$ cat config.mk
export PLATFORM = sky130hd
export DESIGN_NAME = bb3_lane
export DESIGN_NICKNAME = d
export VERILOG_FILES = /design/src/sv/bb3_pkg.sv /design/src/sv/bb3_lane.sv
export SDC_FILE = /design/constraint.sdc
export NUM_CORES = 1
export LEC_CHECK = 0
export BUFFER_PORTS_ARGS = -buffer_cell sky130_fd_sc_hd__buf_2
export CORE_UTILIZATION = 30
export DETAILED_ROUTE_END_ITERATION = 8
export PLACE_DENSITY = 0.53
export SLEW_MARGIN = 10
export SYNTH_ARGS = -nofsm -noshare
export SYNTH_HDL_FRONTEND = slang
export SYNTH_SLANG_ARGS = --single-unit
$ cat constraint.sdc
create_clock -name clk_i -period 7.5 [get_ports clk_i]
set_clock_uncertainty 0.05 [all_clocks]
set_input_delay 1.5 -clock clk_i [delete_from_list [all_inputs] [get_ports clk_i]]
set_output_delay 1.5 -clock clk_i [all_outputs]
set_load 0.02 [all_outputs]
$ cat src/sv/bb3_pkg.sv
// ----------------------------------------------------------------------------
// bb3_pkg: shared types and constants of the 3x3 box blur
// Sizes of the line store and counters, the lane control bundle and the
// reciprocal table that turns the neighborhood sum into a truncated mean.
// ----------------------------------------------------------------------------
package bb3_pkg;

  localparam int MAX_WIDTH   = 1024;
  localparam int COL_W       = $clog2(MAX_WIDTH);
  localparam int WIDTH_W     = 11;
  localparam int HEIGHT_W    = 16;
  localparam int ROW_W       = HEIGHT_W + 1;
  localparam int PEND_W      = WIDTH_W;
  localparam int CH_W        = 8;
  localparam int PIX_W       = 3 * CH_W;
  localparam int WIN_N       = 9;
  localparam int SUM_W       = 12;
  localparam int CNT_W       = 4;
  localparam int RECIP_W     = 17;
  localparam int RECIP_SHIFT = 16;
  localparam int PROD_W      = SUM_W + RECIP_W;
  localparam int APB_AW      = 3;
  localparam int APB_DW      = 32;

  localparam logic [WIDTH_W-1:0]  FRAME_WIDTH_RST  = 11'd640;
  localparam logic [HEIGHT_W-1:0] FRAME_HEIGHT_RST = 16'd480;

  // Register index, taken from paddr bit 2.
  localparam logic REG_FRAME_WIDTH  = 1'b0;
  localparam logic REG_FRAME_HEIGHT = 1'b1;

  typedef logic [WIN_N-1:0][CH_W-1:0] pix9_t;

  typedef struct packed {
    logic               sum_en;
    logic               mul_en;
    logic [WIN_N-1:0]   mask;
    logic [CNT_W-1:0]   cnt;
  } lane_ctl_t;

  // ceil(2^16 / n); exact for every sum of nine 8-bit values.
  function automatic logic [RECIP_W-1:0] recip(input logic [CNT_W-1:0] n);
    logic [RECIP_W-1:0] r;
    case (n)
      4'd2:    r = 17'd32768;
      4'd3:    r = 17'd21846;
      4'd4:    r = 17'd16384;
      4'd5:    r = 17'd13108;
      4'd6:    r = 17'd10923;
      4'd7:    r = 17'd9363;
      4'd8:    r = 17'd8192;
      4'd9:    r = 17'd7282;
      default: r = 17'd65536;
    endcase
    return r;
  endfunction

endpackage

$ cat src/sv/bb3_lane.sv
// ----------------------------------------------------------------------------
// bb3_lane: one color channel of the blur
// Sums the in-frame window values of its channel, then divides by the pixel
// count through a reciprocal multiply.
// ----------------------------------------------------------------------------
module bb3_lane (
  input  logic                   clk_i,
  input  logic                   rst_ni,
  input  bb3_pkg::lane_ctl_t     ctl_i,
  input  bb3_pkg::pix9_t         win_i,
  output logic [bb3_pkg::CH_W-1:0] mean_o
);
  import bb3_pkg::*;

  logic [SUM_W-1:0]  sum_d, sum_q;
  logic [PROD_W-1:0] prod;
  logic [CH_W-1:0]   mean_q;

  always_comb begin
    sum_d = '0;
    for (int i = 0; i < WIN_N; i++) begin
      if (ctl_i.mask[i]) begin
        sum_d = sum_d + SUM_W'(win_i[i]);
      end
    end
  end

  assign prod = PROD_W'(sum_q) * PROD_W'(recip(ctl_i.cnt));

  always_ff @(posedge clk_i or negedge rst_ni) begin
    if (!rst_ni) begin
      sum_q  <= '0;
      mean_q <= '0;
    end else begin
      if (ctl_i.sum_en) begin
        sum_q <= sum_d;
      end
      if (ctl_i.mul_en) begin
        mean_q <= prod[RECIP_SHIFT +: CH_W];
      end
    end
  end

  assign mean_o = mean_q;

endmodule

; Word-level counts from Yosys, hierarchy flattened
; Memories as Yosys holds them, arrays and structs flattened.
; Cells that the tools add are included.
; Widths: inputs -> output; s select.
[totals]
reg_bits = 20
rom_bits = 272
input_bits = 89
elab_cells = 21
mem_count = 1
[classes]
n_addsub = 8
n_mul = 1
muxes = 9
[memory_table]
columns = memory, depth, word_bits, rd, rd_ports_with_merged_regs, write_ports, line_no
row1 = (no name shown), 16, 17, 1, 0, 0, bb3_pkg.sv:44  ; case (n)
[op_table]
columns = op, n
row1 = $add 12x8->12, 8
row2 = $mux 12, 8
row3 = $mul 12x17->24, 1
row4 = $mux 8, 1

; Longest topological paths before layout
[depth]
depth_word = 17
depth_mapped = 50

; Worst setup path after synthesis
; Ideal clock, no wire load.
[synth_timing]
path_type = input-to-reg
startpoint = input port win_i[0] in the netlist's numbering
endpoint = register sum_q[11]
t_arrival_ns = 9.545
slack_ns = -2.219
stages = 47
n_path_buf = 0
path_cell_list = and2_1 -> ha_1 -> inv_1 -> fa_1 -> nand2b_1 -> a21oi_1 -> o21ai_0 -> nor3b_1 -> or2_2 -> ha_1 -> o21ai_1 -> nor2_1 -> o21ai_0 -> o31a_1 -> ha_1 -> o21a_1 -> o31a_4 -> a211oi_1 -> [11 not listed] -> ha_1 -> nand3_1 -> o211ai_1 -> nor2_1 -> xnor2_1 -> mux2_2 -> ha_1 -> nor2b_1 -> o21ai_0 -> nor2b_1 -> xnor2_1 -> mux2_2 -> ha_1 -> nor2b_1 -> o211ai_1 -> maj3_2 -> mux2i_1 -> a211o_1
[synth_between]
elab_chain_cells = 17
[synth_lines]
columns = element, line_no
row1 = from (decl), bb3_lane.sv:10  ; input bb3_pkg::pix9_t win_i,
row2 = $mux 8 *, bb3_lane.sv:22  ; if (ctl_i.mask[i]) begin
row3 = $add 12x8->12, bb3_lane.sv:23  ; sum_d = sum_d + SUM_W'(win_i[i]);
row4 = $mux 12 *, bb3_lane.sv:22
row5 = $add 12x8->12, bb3_lane.sv:23
row6 = $mux 12 *, bb3_lane.sv:22
row7 = $add 12x8->12, bb3_lane.sv:23
row8 = $mux 12 *, bb3_lane.sv:22
row9 = $add 12x8->12, bb3_lane.sv:23
row10 = $mux 12 *, bb3_lane.sv:22
row11 = $add 12x8->12, bb3_lane.sv:23
row12 = $mux 12 *, bb3_lane.sv:22
row13 = $add 12x8->12, bb3_lane.sv:23
row14 = $mux 12 *, bb3_lane.sv:22
row15 = $add 12x8->12, bb3_lane.sv:23
row16 = $mux 12 *, bb3_lane.sv:22
row17 = $add 12x8->12, bb3_lane.sv:23
row18 = $mux 12 *, bb3_lane.sv:22
row19 = to (signal assigned), bb3_lane.sv:36  ; sum_q <= sum_d;
row20 = to (decl), bb3_lane.sv:15  ; logic [SUM_W-1:0] sum_d, sum_q;
; Mark *: on every way between the ends. The rest lies on a longest branch, timed or not.
; A chain may end at the register's enable or synchronous reset.

; Worst setup path in the final report
[layout_timing]
startpoint = input port ctl_i[4] in the netlist's numbering
endpoint = register sum_q[11]
[layout_between]
elab_chain_cells = 17
[layout_lines]
columns = element, line_no
row1 = from (decl), bb3_lane.sv:9  ; input bb3_pkg::lane_ctl_t ctl_i,
row2 = $mux 8 *, bb3_lane.sv:22
row3 = $add 12x8->12, bb3_lane.sv:23
row4 = $mux 12 *, bb3_lane.sv:22
row5 = $add 12x8->12, bb3_lane.sv:23
row6 = $mux 12 *, bb3_lane.sv:22
row7 = $add 12x8->12, bb3_lane.sv:23
row8 = $mux 12 *, bb3_lane.sv:22
row9 = $add 12x8->12, bb3_lane.sv:23
row10 = $mux 12 *, bb3_lane.sv:22
row11 = $add 12x8->12, bb3_lane.sv:23
row12 = $mux 12 *, bb3_lane.sv:22
row13 = $add 12x8->12, bb3_lane.sv:23
row14 = $mux 12 *, bb3_lane.sv:22
row15 = $add 12x8->12, bb3_lane.sv:23
row16 = $mux 12 *, bb3_lane.sv:22
row17 = $add 12x8->12, bb3_lane.sv:23
row18 = $mux 12 *, bb3_lane.sv:22
; Marks and branches as above.

==> flow_metrics.tcl <==
set metrics [dict create \
    status "finished with violations" \
    violations "setup timing" \
    io_pins 97 \
    place_ws_ns -2.217 \
    report.final.hold_viol_count 0 \
    ys_seq_area_frac 0.04933 \
    ir_drop_v 0.0002681 \
    die_height_microns 185.9 \
    cts_root_buf "clkbuf_16" \
    area_delta_synth_final_pct 41.03 \
    clock_latency_ns 0.26 \
    die_x_microns 185.9 \
    antenna_found_initial 0 \
    synth_seq_cells 20 \
    antenna_left 0 \
    synth_cell_type_count 84 \
    via_per_inst 4.734 \
    num_vias 9540 \
    rsz0062_at_grt "yes" \
    fin_nets 1922 \
    fin_crit_sh 1.217 \
    drive_gt1_frac 0.3728 \
    cp-start-kind "primary input" \
    fillers 3289 \
    crit_required_ns 7.59 \
    cp.arrival_ns 9.22 \
    worst_hold_slack_ns 0.4547 \
    grt_pass1_vias 9973 \
    placementRows 66 \
    grt_usage 0.1694 \
    fp.coreArea_sq_um 32870 \
    drc 0 \
    synthCells 1226 \
    netlist_area_sq_um 10150 \
    tightest_slew_ns 0.7381 \
    final-setup-viol-count 11 \
    synth-main-ff-cell "dfrtp_1" \
    layout_commonest_cell "buf_4" \
    cpMostUsedCell "ha_4" \
    gp_congestion 0.8355 \
    clock_sinks 20 \
    synth.avg_cell_area_sq_um 8.276 \
    worst_slack_ns -1.626 \
    cpLargestDelayFamily "compound AO/OA/AOI/OAI gates" \
    slowest_stage "ha_1" \
    cts_tree "done" \
    io_buffers 96 \
    wl_per_cell_microns 13.97 \
    slew_headroom 0.5080 \
    grt_max_degree 21 \
    r2r_start "sum_q[11]" \
    clkTransAtPathRegs_ns 0.06 \
    syn_nets 1575 \
    cts.htree.levels 1 \
    place_hpwl_microns 23240 \
    worst-path-buf-inv 3 \
    design_area_sq_um 14310 \
    hp-class "reg2reg" \
    clockBufferDepth 2 \
    p_leak_nw 6.865 \
    grt_overflow 0 \
    hold_path.startpoint "mean_o[6]" \
    final_cell_mix "buf_4, inv_1, nand2_1" \
    async_flop_share 1.000 \
    max_stage_delay_ns 0.38 \
    multi_input_area_sq_um 9673 \
    synth_edf_count 0 \
    p_per_area_nw_per_um2 308.4 \
    grt_pass1_wl_microns 47240 \
    ctsHoldBuffers 0 \
    worst-path-max-fanout 5 \
    drt_iter0_drc 429 \
    start_util 0.3087 \
    ff_latch_area_sq_um 500.5 \
    fmax_ghz 0.1096 \
    cts_made_buffers 3 \
    drv_slew 0 \
    ys_warn_count 0 \
    crit_type "in2reg" \
    routed_wl_microns 28140 \
    critPathCaptureType "flip-flop" \
    dpl-instance-area_sq_um 13110 \
    maxCapViolations 0 \
    cp-startpoint "ctl_i[4]" \
    dieArea_sq_um 34560 \
    drt-pass1-iter-count 5 \
    fin_crit_ns 9.126 \
]
[worst register-to-register path, stage by stage, from the launching register on]
cell	delay, ns
dfrtp_1	0.61
nand2_1	0.21
fa_1	0.54
fa_1	0.51
inv_2	0.04
fa_1	0.51
inv_1	0.06
fa_1	0.49
inv_2	0.04
fa_1	0.54
ha_4	0.21
a21o_1	0.15
a21o_1	0.15
a21o_1	0.15
a21o_1	0.15
a21o_1	0.17
a21o_1	0.20
a221oi_4	0.34
buf_4	0.18
nor2b_2	0.04
o21a_1	0.20
nor2_2	0.13
xnor2_1	0.08
mux2_4	0.25
[sequential cells by signal (all words and copies together) (netlist names)]
| name | count |
|---|---|
| sum_q | 12 |
| mean_o | 8 |
[cells in the mapped netlist, types with 10 or more instances]
master | count | area (sq um)
inv_1 | 200 | 750.7
nand2_1 | 167 | 626.9
fa_1 | 149 | 2983
ha_1 | 111 | 1389
nor2_1 | 69 | 259.0
o21ai_0 | 52 | 260.3
a21oi_1 | 47 | 235.2
and2_1 | 47 | 294.0
xnor2_1 | 45 | 394.1
clkbuf_1 | 34 | 127.6
a21o_1 | 27 | 202.7
mux2_2 | 23 | 259.0
dfrtp_1 | 20 | 500.5
o21a_1 | 18 | 135.1
nand3_1 | 15 | 75.07
xor2_1 | 15 | 131.4
mux2i_1 | 14 | 140.1
and3_1 | 13 | 81.33
a211oi_1 | 11 | 82.58
nand4_1 | 10 | 62.56
nor3_1 | 10 | 50.05
[where the power goes]
group | switching, mW | leakage [nW] | internal, mW
Clock | 0.0440 | 0.0511 | 0.106
Sequential | 0.128 | 0.241 | 0.160
Combinational | 1.82 | 6.57 | 2.15
Total | 1.99 | 6.87 | 2.42
[path summary, 6_finish.rpt]
check                            end  slack (ns)  depth (start not counted)
min reg2reg                mean_o[6]        0.45                          1
max in group asynchronous   sum_q[4]        5.92                          1
min in group asynchronous  mean_o[1]        1.15                          1
min                        mean_o[6]        0.45                          1
max                        sum_q[11]       -1.63                         49
max reg2reg                mean_o[4]        1.39                         23
[layer usage]
metal | GRT usage | wire [microns] | vias up
met2 | 0.3003 | 13830 | 169
met3 | 0.01330 | 914 | 25
met5 | 0 | 0 | -
met4 | 0.02656 | 358 | 0
met1 | 0.2268 | 13030 | 4638
li1 | - | - | 4708
[stage by stage]
step | utilization | total power [mW] | TNS (ns) | cells
final | 0.4354 | 4.413 | -12.07 | 2015
after global routing | 0.4353 | 4.892 | -16.30 | 2014
after CTS | 0.4209 | 4.171 | -12.24 | 2000
after detailed placement | 0.3989 | 3.555 | -18.36 | 1951
after global placement | 0.3989 | 3.503 | -16.91 | 1951
after floorplan | - | 2.412 | -10.30 | 1226
[cell type report]
type / count / share of cell area
clock inverters: 1 / 0.002099
multi-input cells: 964 / 0.6760
diodes: 1 / 0.0001749
well taps: 442 / 0.03865
flip-flops and latches: 20 / 0.03498
inverters: 203 / 0.05360
repair buffers: 381 / 0.1892
clock buffers: 3 / 0.005247
[cells by family (layout without fill, tap and decap cells)]
family / Yosys count / after routing / share of synthesized area
AO/OA/AOI/OAI: 229 / 229 / 0.1559
XOR/XNOR: 63 / 63 / 0.05882
adder cells (fa/ha/maj): 261 / 261 / 0.4320
buffers and inverters: 242 / 588 / 0.09002
flip-flops: 20 / 20 / 0.04933
multiplexers: 38 / 38 / 0.04082
other: 0 / 1 / 0
AND/OR/NAND/NOR: 373 / 373 / 0.1731
[what timing repair did]
action | CTS | global route
pin swaps | 62 | 58
gates resized for setup | 66 | 86
endpoints found under the setup margin | 15 | 15
gates cloned | 0 | 0
setup buffers | 49 | 17
Note: power is estimated with default switching activity, not from simulation.
