==> config.mk <==
export PLATFORM = sky130hd
export DESIGN_NAME = bb3_merge
export DESIGN_NICKNAME = d
export VERILOG_FILES = /design/src/sv/bb3_pkg.sv /design/src/sv/bb3_merge.sv
export SDC_FILE = /design/constraint.sdc
export NUM_CORES = 1
export LEC_CHECK = 0
export ABC_AREA = 1
export BUFFER_PORTS_ARGS = -buffer_cell sky130_fd_sc_hd__buf_2
export CORE_ASPECT_RATIO = 1.1
export CORE_UTILIZATION = 35
export DETAILED_ROUTE_END_ITERATION = 8
export GPL_TIMING_DRIVEN = 0
export PLACE_DENSITY = 0.7
export SETUP_SLACK_MARGIN = 0.4
export SLEW_MARGIN = 15
export SYNTH_ARGS = -nofsm -noshare
export SYNTH_HDL_FRONTEND = slang
export SYNTH_SLANG_ARGS = --single-unit
==> constraint.sdc <==
create_clock -name clk_i -period 0.8 [get_ports clk_i]
set_input_delay 0.12 -clock clk_i [delete_from_list [all_inputs] [get_ports clk_i]]
set_output_delay 0.12 -clock clk_i [all_outputs]
set_load 0.02 [all_outputs]
==> src/sv/bb3_pkg.sv <==
// ----------------------------------------------------------------------------
// bb3_pkg: shared types and constants of the 3x3 box blur
// Sizes of the line store and counters, the lane control bundle and the
// reciprocal table that turns the neighborhood sum into a truncated mean.
// ----------------------------------------------------------------------------
package bb3_pkg;

  localparam int MAX_WIDTH   = 1024;
  localparam int COL_W       = $clog2(MAX_WIDTH);
  localparam int WIDTH_W     = 11;
  localparam int HEIGHT_W    = 16;
  localparam int ROW_W       = HEIGHT_W + 1;
  localparam int PEND_W      = WIDTH_W;
  localparam int CH_W        = 8;
  localparam int PIX_W       = 3 * CH_W;
  localparam int WIN_N       = 9;
  localparam int SUM_W       = 12;
  localparam int CNT_W       = 4;
  localparam int RECIP_W     = 17;
  localparam int RECIP_SHIFT = 16;
  localparam int PROD_W      = SUM_W + RECIP_W;
  localparam int APB_AW      = 3;
  localparam int APB_DW      = 32;

  localparam logic [WIDTH_W-1:0]  FRAME_WIDTH_RST  = 11'd640;
  localparam logic [HEIGHT_W-1:0] FRAME_HEIGHT_RST = 16'd480;

  // Register index, taken from paddr bit 2.
  localparam logic REG_FRAME_WIDTH  = 1'b0;
  localparam logic REG_FRAME_HEIGHT = 1'b1;

  typedef logic [WIN_N-1:0][CH_W-1:0] pix9_t;

  typedef struct packed {
    logic               sum_en;
    logic               mul_en;
    logic [WIN_N-1:0]   mask;
    logic [CNT_W-1:0]   cnt;
  } lane_ctl_t;

  // ceil(2^16 / n); exact for every sum of nine 8-bit values.
  function automatic logic [RECIP_W-1:0] recip(input logic [CNT_W-1:0] n);
    logic [RECIP_W-1:0] r;
    case (n)
      4'd2:    r = 17'd32768;
      4'd3:    r = 17'd21846;
      4'd4:    r = 17'd16384;
      4'd5:    r = 17'd13108;
      4'd6:    r = 17'd10923;
      4'd7:    r = 17'd9363;
      4'd8:    r = 17'd8192;
      4'd9:    r = 17'd7282;
      default: r = 17'd65536;
    endcase
    return r;
  endfunction

endpackage

==> src/sv/bb3_merge.sv <==
// ----------------------------------------------------------------------------
// bb3_merge: output stage
// Joins the three lane means and the frame end flag into one output beat
// and holds it until the downstream side takes it.
// ----------------------------------------------------------------------------
module bb3_merge (
  input  logic                      clk_i,
  input  logic                      rst_ni,
  input  logic                      load_i,
  input  logic [bb3_pkg::CH_W-1:0]  red_i,
  input  logic [bb3_pkg::CH_W-1:0]  green_i,
  input  logic [bb3_pkg::CH_W-1:0]  blue_i,
  input  logic                      frame_end_i,
  output logic                      free_o,
  output logic                      m_tvalid_o,
  input  logic                      m_tready_i,
  output logic [bb3_pkg::PIX_W-1:0] m_tdata_o,
  output logic                      m_tlast_o
);
  import bb3_pkg::*;

  logic             valid_q;
  logic [PIX_W-1:0] data_q;
  logic             last_q;

  assign free_o = !valid_q || m_tready_i;

  always_ff @(posedge clk_i or negedge rst_ni) begin
    if (!rst_ni) begin
      valid_q <= 1'b0;
    end else if (load_i) begin
      valid_q <= 1'b1;
    end else if (m_tready_i) begin
      valid_q <= 1'b0;
    end
  end

  always_ff @(posedge clk_i) begin
    if (load_i) begin
      data_q <= {blue_i, green_i, red_i};
      last_q <= frame_end_i;
    end
  end

  assign m_tvalid_o = valid_q;
  assign m_tdata_o  = data_q;
  assign m_tlast_o  = last_q;

endmodule

# Yosys cells after proc, flatten, opt, wreduce, memory -nomap -nowiden
# Index checks and enable logic that the tools add are counted.
# Widths: inputs -> output; s select.
op_classes:
  muxes: 2
  reduce_logical: 3
ops:
  columns: ["op", "n"]
  rows:
  - ["$mux 1", 2]
  - ["$reduce_bool 2->1", 1]
  - ["$logic_not 1->1", 1]
  - ["$logic_or 1x1->1", 1]
totals:
  regBits: 26
  wordCells: 8

# Logic depth before layout (Yosys ltp)
# Gate-level depths: netlist (run 1).
depth:
  ltp_word: 2
  mapped_depth: 3
  ltp_nobuf: 3

# Worst setup path before layout (run 1)
# OpenSTA, ideal clock, no wires.
synth_timing:
  path_kind: "register -> register"
  startpoint: "reg m_tvalid_o (netlist name)"
  endpoint: "reg valid_q (netlist: m_tvalid_o)"
  arrival_time_ns: 0.654
  t_required_ns: 0.678
  path_slack_ns: 0.024
  stages_incl_launch_ff: 3
  period_less_slack_ns: 0.776
  cell_sequence: "dfrtp_1 nand2_2 nand2_2"
synth_lines:
  columns: ["element", "line_no", "source"]
  rows:
  - ["end signal: assignment", "bb3_merge.sv:30", "valid_q <= 1'b0;"]
  - ["end signal: assignment", "bb3_merge.sv:32", "valid_q <= 1'b1;"]
  - ["end signal: assignment", "bb3_merge.sv:34", "valid_q <= 1'b0;"]
  - ["end: declaration", "bb3_merge.sv:22", "logic valid_q;"]

# Worst setup path in the final report (run 1)
layout_timing:
  startpoint: "reg valid_q (netlist: m_tvalid_o)"
  endpoint: "out free_o"
layout_between:
  elab_chain_len: 2
layout_rtl:
  columns: ["element", "line_no", "source"]
  rows:
  - ["$logic_not 1->1", "bb3_merge.sv:26", "assign free_o = !valid_q || m_tready_i;"]
  - ["$logic_or 1x1->1", "bb3_merge.sv:26", null]
  - ["end: declaration", "bb3_merge.sv:14", "output logic free_o,"]
# Every way passes these cells.

==> results of run 1 <==
what timing repair did:
| item | CTS | global route |
|---|---|---|
| gates resized for setup | 6 | 34 |
| cloned | 0 | 0 |
| setup buffers | 0 | 0 |
| pin swaps | 0 | 0 |
| setup endpoints to repair | 53 | 28 |
| endpoints found under the hold margin | 26 | 25 |
final cells by class:
| type | instances | area [um2] |
|---|---|---|
| fill | 169 | 800.8 |
| sequential | 26 | 777.0 |
| timing repair buffer | 56 | 410.4 |
| clock buffer | 4 | 36.28 |
| tap | 28 | 35.03 |
| multi-input combinational | 2 | 17.52 |
| inverter | 2 | 7.507 |
sequential cells by signal, summed over array words and instances, names as in the netlist:
signal / cells
m_tlast_o: 1
m_tvalid_o: 1
m_tdata_o: 24
synth_stat cells:
| cell type | count |
|---|---|
| edfxtp_1 | 25 |
| nand2_2 | 2 |
| dfrtp_1 | 1 |
| inv_1 | 2 |
per-layer routing:
layer	up-vias	wire length [um]	global-route usage (%)
li1	233	-	-
met3	2	117	3.472
met1	235	495	10.11
met2	33	903	23.06
met5	-	0	0
met4	0	10	8.095
worst max-delay path: stages, from the launching register on:
cell	delay, ns
dfrtp_2	0.44
nand2_4	0.07
buf_6	0.11
path summary, 6_finish.rpt:
path                            endpoint  cells after the start
setup / recovery                  free_o                      2
hold / removal             m_tdata_o[21]                      1
setup reg to reg              m_tvalid_o                      2
hold reg to reg               m_tvalid_o                      2
max in group asynchronous     m_tvalid_o                      2
min in group asynchronous     m_tvalid_o                      2
metrics by stage:
step                instance area (um2)  instances  hold slack (ns)  utilization (%)
finish                             1284        118         -0.01869            61.58
global route                       1284        118         -0.04890            61.58
global placement                   1112        113          -0.1047            53.36
CTS                                1177        118         -0.03142            56.48
floorplan                         802.0         30          -0.1756                -
detailed placement                 1112        113          -0.1012            53.36
cells in the final DEF, fill, tap and decap left out, drive strengths merged:
master and count:
dlygate4sd3 1, clkbuf 4, nand2 2, edfxtp 25
dfrtp 1, inv 2, buf 55
power groups by stage:
stage | clock network, mW | logic (mW) | registers (mW)
floorplan | 0 | 0.0148 | 1.81
global placement | 0 | 0.337 | 1.66
detailed placement | 0 | 0.342 | 1.67
CTS | 0.641 | 0.359 | 1.64
global route | 0.696 | 0.463 | 1.67
finish | 0.617 | 0.436 | 1.66
cell families after synthesis:
family	Yosys count	synth area share, %
DFF	26	97.48
and+or+nand+nor	2	1.572
buffers and inverters	2	0.9437
==> reports/qor.log, run 1 <==
INFO  critical_path  start_kind=flip-flop
INFO  floorplanning  floorplan.rows=17
INFO  clocking       cts-root-buf=clkbuf_4
INFO  synthesis      synth_top_cell_by_area=edfxtp_1
INFO  critical_path  path_class=flip-flop to primary output
INFO  power_and_ir_drop power-per-cell-area=2109nW/um2
INFO  power_and_ir_drop sw_frac_of_total=22.39%
INFO  floorplanning  design.die.area=2469um2
INFO  synthesis      synth_area_per_cell=26.53um2
INFO  timing         worst_slew_margin_rel=85.23%
INFO  synthesis      synth.area.top_cells=edfxtp_1, dfrtp_1, nand2_2
INFO  critical_path  critPathMaxFanout=2
INFO  clocking       ctsHtreeMaxLevel=1
INFO  clocking       clkLatencyLatePin=0.30ns
INFO  finish         layout-area-overhead-vs-synth=61.32%
INFO  synthesis      ys_seq_area_share=97.48%
INFO  floorplanning  die-width=47.47um
INFO  power_and_ir_drop power_switching=0.6064mW
INFO  power_and_ir_drop clock_power_share=22.8%
INFO  clocking       cts_hold_buffers=1
INFO  clocking       largest_buffer_count_on_any_clock_path=2
INFO  finish         finish.net_count=120
INFO  timing         tightest_slew=0.2216ns
INFO  routing        vias=503
INFO  synthesis      ys_warn_count=0
INFO  synthesis      synth.cell_area=795.8um2
INFO  clocking       clk_transition_reported_paths=0.13ns
INFO  global_route   grt_pass1_vias=497
INFO  global_route   grt_antenna_before_repair=0
INFO  floorplanning  design.core.area=2085um2
INFO  placement      routabilityCongestion=0.7043
INFO  clocking       tritoncts=yes
INFO  placement      placement.io_buffers=55
INFO  synthesis      syn_inst=30
INFO  synthesis      postSynthNetCount=59
INFO  power_and_ir_drop seq_power_share=61.1%
INFO  routing        drt_drc_violations_left=0
INFO  floorplanning  die_height=52.01um
INFO  power_and_ir_drop totalPowerFinal=2.708mW
INFO  floorplanning  top_level_ports=56
INFO  status         violations=negative hold slack, negative setup slack
INFO  timing         finalWorstSetupSlack=-0.2414ns
INFO  placement      placement.setup.worst_slack=-0.1387ns
INFO  global_route   grt_first_pass_wirelength=2021um
INFO  finish         antennaDiodeCount=0
INFO  global_route   track_usage=12.23%
INFO  timing         hold_ws=-0.01869ns
INFO  timing         finalMaxSlewViolations=0
INFO  global_route   grt_start_max_net_pins=27
INFO  worst_hold_path timing.hold.worst.start=blue_i[5]
INFO  clocking       cts.sink_count=26
INFO  routing        dr.first_iter.drc_count=5
INFO  critical_path  crit_required=0.68ns
INFO  critical_path  endpoint_kind=primary output
INFO  timing         hold_violation_count_in_the_final_report=23
INFO  job            cap_viol_max_count=0
INFO  global_route   globalRouteOverflowTotal=0
INFO  timing         timing.fmax=960.3MHz
INFO  critical_path  cp.arrival=0.92ns
INFO  routing        drt-pass1-iter-count=4
INFO  routing        final_antenna_net_count=0
INFO  power_and_ir_drop power.ir.vdd_worst=1.064mV
INFO  timing         fin_skew=0ns
INFO  clocking       cts-buffers-inserted=3
INFO  power_and_ir_drop p_leak=0.5580nW
INFO  timing         setup_total_negative_slack=-4.734ns
INFO  synthesis      synth_top_cell_area_share=94.34%
INFO  routing        avgViaCountPerCell=4.263
INFO  critical_path  rrSetupSlack=0.16ns
INFO  synthesis      synthDistinctLibCells=4
INFO  routing        route.detailed.wl_per_inst=12.94um
INFO  critical_path  cp-startpoint=m_tvalid_o
INFO  timing         rsz0062_at_grt=yes
INFO  power_and_ir_drop comb_power_share=16.1%
INFO  worst_hold_path hold_class=primary input to flip-flop
INFO  status         outcome=complete, but fails checks
INFO  power_and_ir_drop power.internal=2.101mW
INFO  timing         finalSetupViolCount=27
INFO  synthesis      synth.ff_latch_count=26
INFO  finish         drive_above_1_share=68.89%
INFO  routing        detail_route.wirelength=1527um
INFO  critical_path  rr_startpoint=m_tvalid_o
INFO  floorplanning  floorplan.initialDensity=38.18%
INFO  timing         final.period_utilization=130.2%
INFO  timing         min_period=1.041ns
Power figures use the tool's default switching activity.
==> run 2: changes to the inputs <==
--- a/config.mk
+++ b/config.mk
@@ -11,7 +11,7 @@
 export CORE_UTILIZATION = 35
 export DETAILED_ROUTE_END_ITERATION = 8
 export GPL_TIMING_DRIVEN = 0
-export PLACE_DENSITY = 0.7
+export PLACE_DENSITY = 0.71
 export SETUP_SLACK_MARGIN = 0.4
 export SLEW_MARGIN = 15
 export SYNTH_ARGS = -nofsm -noshare
==> reports/qor.log, run 2 (same netlist as run 1, synthesis figures left out) <==
INFO  critical_path  start_kind=flip-flop
INFO  timing         finalSetupViolCount=28 [+3.7%]
INFO  routing        topRoutingLayerUsed=met4
INFO  floorplanning  floorplan.initialDensity=38.18% [unchanged]
INFO  finish         layout-area-overhead-vs-synth=65.09%
INFO  timing         final.period_utilization=128.5% [-1.7 points]
INFO  clocking       ctsHtreeMaxLevel=1 [unchanged]
INFO  routing        met3WireLength=273um [+130%]
INFO  routing        detail_route.wirelength=1484um [-2.8%]
INFO  floorplanning  floorplan.rows=17 [unchanged]
INFO  routing        vias=513 [+2.0%]
INFO  worst_hold_path hold_class=primary input to flip-flop
INFO  clocking       cts-root-buf=clkbuf_4
INFO  power_and_ir_drop p_leak=0.5696nW [+2.1%]
INFO  power_and_ir_drop power.ir.vdd_worst=1.492mV [+40%]
INFO  power_and_ir_drop power-per-cell-area=2009nW/um2 [-4.8%]
INFO  clocking       cts-buffers-inserted=3 [unchanged]
INFO  timing         tightest_slew=0.2229ns [+0.001358 ns]
INFO  placement      detailedPlacementHpwl=989.2um
INFO  clocking       largest_buffer_count_on_any_clock_path=2 [unchanged]
INFO  routing        route.met2.wl=671um [-26%]
INFO  timing         min_period=1.028ns [-0.01372 ns]
INFO  timing         hold_ws=-0.01590ns [+0.002787 ns]
INFO  floorplanning  die_height=52.01um [unchanged]
INFO  status         violations=negative hold slack, negative setup slack
INFO  finish         most-common-layout-cells=buf_2, edfxtp_1, buf_6, clkbuf_4
INFO  routing        final_antenna_net_count=0 [unchanged]
INFO  floorplanning  top_level_ports=56 [unchanged]
INFO  clocking       tritoncts=yes
INFO  global_route   grt_start_max_net_pins=27 [unchanged]
INFO  timing         hold_violation_count_in_the_final_report=20 [-13%]
INFO  placement      placement.io_buffers=55 [unchanged]
INFO  global_route   grt_antenna_before_repair=0 [unchanged]
INFO  job            cap_viol_max_count=0 [unchanged]
INFO  critical_path  cp.arrival=0.91ns [about the same]
INFO  finish         final_common_cell=buf_2
INFO  critical_path  crit_required=0.68ns [about the same]
INFO  routing        route.detailed.wl_per_inst=12.37um [-4.4%]
INFO  clocking       cts_hold_buffers=1 [unchanged]
INFO  placement      placement.setup.worst_slack=-0.1414ns [-0.002657 ns]
INFO  routing        avgViaCountPerCell=4.275 [+0.29%]
INFO  global_route   grt_first_pass_wirelength=1918um [-5.1%]
INFO  routing        drt_drc_violations_left=0 [unchanged]
INFO  finish         drive_above_1_share=68.48% [-0.41 points]
INFO  finish         finish.net_count=122 [+1.7%]
INFO  routing        dr.first_iter.drc_count=11 [+6]
INFO  timing         finalWorstSetupSlack=-0.2277ns [+0.01372 ns]
INFO  critical_path  critPathMaxFanout=2 [unchanged]
INFO  timing         timing.fmax=973.1MHz [+1.3%]
INFO  timing         rsz0062_at_grt=yes
INFO  timing         worst_slew_margin_rel=85.14% [-0.091 points]
INFO  floorplanning  design.die.area=2469um2 [unchanged]
INFO  finish         number_of_inserted_filler_cells_in_the_final_layout=156 [-7.7%]
INFO  timing         setup_total_negative_slack=-4.561ns [+0.1737 ns]
INFO  critical_path  endpoint_kind=primary output
INFO  critical_path  max_stage_delay=0.44ns [about the same]
INFO  finish         largest_reg_flops=24 [unchanged]
INFO  finish         finish.utilization=63.03% [+1.4 points]
INFO  timing         fin_skew=0ns [unchanged]
INFO  global_route   grt_pass1_vias=458 [-7.8%]
INFO  clocking       cts.sink_count=26 [unchanged]
INFO  routing        drt-pass1-iter-count=3 [-1]
INFO  critical_path  crit_path_cell_trace=nand2_4 -> buf_6
INFO  routing        m1WireLength=534um [+7.9%]
INFO  timing         finalMaxSlewViolations=0 [unchanged]
INFO  critical_path  slowest_stage=dfrtp_2
INFO  clocking       clk_transition_reported_paths=0.12ns [about the same]
INFO  status         outcome=complete, but fails checks
INFO  floorplanning  die-width=47.47um [unchanged]
INFO  placement      routabilityCongestion=0.6138 [-13%]
INFO  finish         antennaDiodeCount=0 [unchanged]
INFO  global_route   globalRouteOverflowTotal=0 [unchanged]
INFO  clocking       clkLatencyLatePin=0.29ns [about the same]
INFO  critical_path  path_class=flip-flop to primary output
INFO  floorplanning  design.core.area=2085um2 [unchanged]
INFO  global_route   track_usage=11.87% [-0.37 points]
## run 2: changes by cell type in the layout (fill, tap and decap cells not counted), sizes merged
cell / before / now
buf: 55 / 57
## run 2: layout make-up
type                    count  area [um2]  share of cell area [%]
inverters                   2       7.507                  0.5714
multi-input cells           2       17.52                   1.333
clock buffers               4       26.28                   2.000
flip-flops and latches     26       777.0                   59.14
well taps                  28       35.03                   2.667
repair buffers             58       450.4                   34.29
## run 2: final timing paths
| check | slack (ns) | start | cells past startpoint | end |
|---|---|---|---|---|
| max | -0.23 | m_tvalid_o | 2 | free_o |
| min | -0.02 | blue_i[5] | 1 | m_tdata_o[21] |
| max reg2reg | -0.03 | m_tvalid_o | 4 | m_tvalid_o |
| min reg2reg | 0.75 | m_tvalid_o | 4 | m_tvalid_o |
| max in group asynchronous | 0.59 | rst_ni | 2 | m_tvalid_o |
| min in group asynchronous | 0.12 | rst_ni | 2 | m_tvalid_o |
## run 2: power breakdown
part	leakage [nW]	switching (mW)	internal (mW)
Sequential	0.255	0.0468	1.61
Clock	0.0150	0.321	0.194
Combinational	0.300	0.227	0.240
Total	0.570	0.595	2.04
## run 2: critical path: cells and delay by family, from the launching register on
kind | cells | cell delay (ns)
flip-flops | 1 | 0.44
buffers and inverters | 1 | 0.11
AND/OR/NAND/NOR | 1 | 0.07
## run 2: repair_timing
action,in CTS,in global routing
endpoints found under the hold margin,26,25
setup buffers,1,1
cloned,0,0
setup endpoints to repair,53,28
gates resized for setup,16,32
## run 2: routing by layer
metal | vias to the layer above | global-route usage, %
met5 | - | 0
met4 | 0 | 5.714
met3 | 2 | 8.333
met2 | 55 | 19.18
met1 | 217 | 10.75
li1 | 239 | -
## run 2: per-stage QoR
step / hold WS (ns) / area [um2] / cells / total power, mW
final: -0.01590 / 1314 / 120 / 2.639
after global routing: -0.04719 / 1314 / 120 / 2.756
after CTS: -0.03183 / 1206 / 119 / 2.579
after detailed placement: -0.1031 / 1112 / 113 / 2.010
after global placement: -0.1044 / 1112 / 113 / 2.004
after floorplan: -0.1756 / 802.0 / 30 / 1.827
==> run 3: changes to the inputs <==
--- a/config.mk
+++ b/config.mk
@@ -9,8 +9,10 @@
 export BUFFER_PORTS_ARGS = -buffer_cell sky130_fd_sc_hd__buf_2
 export CORE_ASPECT_RATIO = 1.1
 export CORE_UTILIZATION = 35
+export CTS_BUF_LIST = sky130_fd_sc_hd__clkbuf_4
 export DETAILED_ROUTE_END_ITERATION = 8
 export GPL_TIMING_DRIVEN = 0
+export HOLD_SLACK_MARGIN = 0.03
 export PLACE_DENSITY = 0.71
 export SETUP_SLACK_MARGIN = 0.4
 export SLEW_MARGIN = 15
==> reports/qor.log, run 3 (same netlist as run 1, synthesis figures left out) <==
INFO  floorplanning  design.die.area=2469um2 [unchanged]
INFO  worst_hold_path hold_class=primary input to flip-flop
INFO  power_and_ir_drop power.ir.vdd_worst=1.191mV [-20%]
INFO  clocking       clk_transition_reported_paths=0.12ns [about the same]
INFO  critical_path  start_kind=flip-flop
INFO  global_route   groute.layer.met2.usage=18.95% [-0.23 points]
INFO  clocking       tritoncts=yes
INFO  timing         hold_ws=-0.01968ns [-0.003780 ns]
INFO  floorplanning  design.core.area=2085um2 [unchanged]
INFO  critical_path  rrSetupSlack=-0.03ns [about the same]
INFO  finish         layout-area-overhead-vs-synth=65.57%
INFO  timing         finalWorstSetupSlack=-0.2309ns [-0.003257 ns]
INFO  job            cap_viol_max_count=0 [unchanged]
INFO  placement      placedInstanceArea=1112um2 [unchanged]
INFO  routing        route.detailed.wl_per_inst=12.47um [+0.81%]
INFO  timing         hold_violation_count_in_the_final_report=23 [+15%]
INFO  routing        drt_drc_violations_left=0 [unchanged]
INFO  clocking       largest_buffer_count_on_any_clock_path=2 [unchanged]
INFO  finish         antennaDiodeCount=0 [unchanged]
INFO  routing        avgViaCountPerCell=4.325 [+1.2%]
INFO  routing        drt-pass1-iter-count=3 [unchanged]
INFO  finish         most-common-layout-cells=buf_2, edfxtp_1, buf_6, clkbuf_4
INFO  global_route   track_usage=11.79% [-0.071 points]
INFO  global_route   groute.layer.met1.usage=10.75% [unchanged]
INFO  placement      placement.io_buffers=55 [unchanged]
INFO  floorplanning  top_level_ports=56 [unchanged]
INFO  status         violations=negative hold slack, negative setup slack
INFO  clocking       cts-root-buf=clkbuf_4
INFO  floorplanning  floorplan.rows=17 [unchanged]
INFO  timing         fin_skew=0ns [unchanged]
INFO  critical_path  cp.arrival=0.91ns [about the same]
INFO  placement      placement.setup.worst_slack=-0.1414ns [unchanged]
INFO  finish         finalInstanceArea=1318um2 [+0.29%]
INFO  global_route   globalRouteOverflowTotal=0 [unchanged]
INFO  routing        final_antenna_net_count=0 [unchanged]
INFO  power_and_ir_drop p_leak=0.5730nW [+0.60%]
INFO  power_and_ir_drop power-per-cell-area=2033nW/um2 [+1.2%]
INFO  power_and_ir_drop totalPowerFinal=2.678mW [+1.5%]
INFO  clocking       cts-buffers-inserted=3 [unchanged]
INFO  global_route   grt_pass1_vias=457 [-0.22%]
INFO  floorplanning  die_height=52.01um [unchanged]
INFO  timing         tightest_slew=0.2240ns [+0.001073 ns]
INFO  clocking       cts.sink_count=26 [unchanged]
INFO  critical_path  path_class=flip-flop to primary output
INFO  critical_path  critPathMaxFanout=2 [unchanged]
INFO  timing         finalMaxSlewViolations=0 [unchanged]
INFO  critical_path  crit_required=0.68ns [about the same]
INFO  timing         min_period=1.031ns [+0.003257 ns]
INFO  timing         worst_slew_margin_rel=85.07% [about the same]
INFO  routing        dr.first_iter.drc_count=10 [-1]
INFO  clocking       clkLatencyLatePin=0.30ns [about the same]
INFO  placement      routabilityCongestion=0.6138 [unchanged]
INFO  routing        detail_route.wirelength=1496um [+0.81%]
INFO  timing         rsz0062_at_grt=yes
INFO  timing         finalSetupViolCount=28 [unchanged]
INFO  finish         finish.net_count=122 [unchanged]
INFO  global_route   grt.met3_usage=7.292% [-1.0 points]
INFO  status         outcome=complete, but fails checks
INFO  clocking       cts_hold_buffers=1 [unchanged]
INFO  global_route   grt_busiest_layer=met2
INFO  finish         drive_above_1_share=69.57% [+1.1 points]
INFO  timing         timing.fmax=970.0MHz [-0.32%]
INFO  global_route   grt_first_pass_wirelength=1897um [-1.1%]
INFO  floorplanning  die-width=47.47um [unchanged]
INFO  global_route   grt_antenna_before_repair=0 [unchanged]
INFO  finish         largest_reg_flops=24 [unchanged]
INFO  global_route   grt_start_max_net_pins=27 [unchanged]
INFO  timing         final.period_utilization=128.9% [+0.41 points]
INFO  placement      detailedPlacementHpwl=989.2um [unchanged]
INFO  finish         final_common_cell=buf_2
INFO  clocking       ctsHtreeMaxLevel=1 [unchanged]
INFO  routing        vias=519 [+1.2%]
INFO  floorplanning  floorplan.initialDensity=38.18% [unchanged]
INFO  critical_path  endpoint_kind=primary output
[run 3: where the power goes]
| group | internal [mW] | total, mW | switching (mW) |
|---|---|---|---|
| combinational | 0.240 | 0.467 | 0.227 |
| clock | 0.228 | 0.554 | 0.326 |
| sequential | 1.61 | 1.66 | 0.0468 |
[run 3: cell type report]
type | count | area (um2)
repair buffers | 58 | 450.4
inverters | 2 | 7.507
flip-flops and latches | 26 | 777.0
fillers | 156 | 767.0
multi-input cells | 2 | 17.52
clock buffers | 4 | 30.03
well taps | 28 | 35.03
[run 3: path summary, 6_finish.rpt]
check | start | to | depth (start not counted)
max | m_tvalid_o | free_o | 2
min | red_i[5] | m_tdata_o[5] | 1
min reg2reg | m_tvalid_o | m_tvalid_o | 4
min in group asynchronous | rst_ni | m_tvalid_o | 2
max reg2reg | m_tvalid_o | m_tvalid_o | 4
max in group asynchronous | rst_ni | m_tvalid_o | 2
[run 3: layer usage]
layer,routed length (um),vias up
met5,0,-
met4,21,0
met3,273,4
met2,658,57
met1,542,219
li1,-,239
[run 3: what timing repair did]
| item | 4_1_cts | 5_1_grt |
|---|---|---|
| hold endpoints to repair | 26 | 25 |
| setup buffers | 1 | 1 |
| gates resized for setup | 16 | 32 |
| setup endpoints to repair | 53 | 28 |
| pin swaps | 0 | 0 |
[run 3: stage by stage]
step	setup TNS (ns)	utilization, %	cells
2_1_floorplan	0	-	30
3_3_place_gp	-3.257	53.36	113
3_5_place_dp	-3.536	53.36	113
4_1_cts	-5.029	58.04	119
5_1_grt	-6.058	63.21	120
6_report	-4.658	63.21	120
[run 3: worst max-delay path: stages, from the launching register on]
cell and delay, ns:
dfrtp_2 0.44, nand2_4 0.07, buf_6 0.11
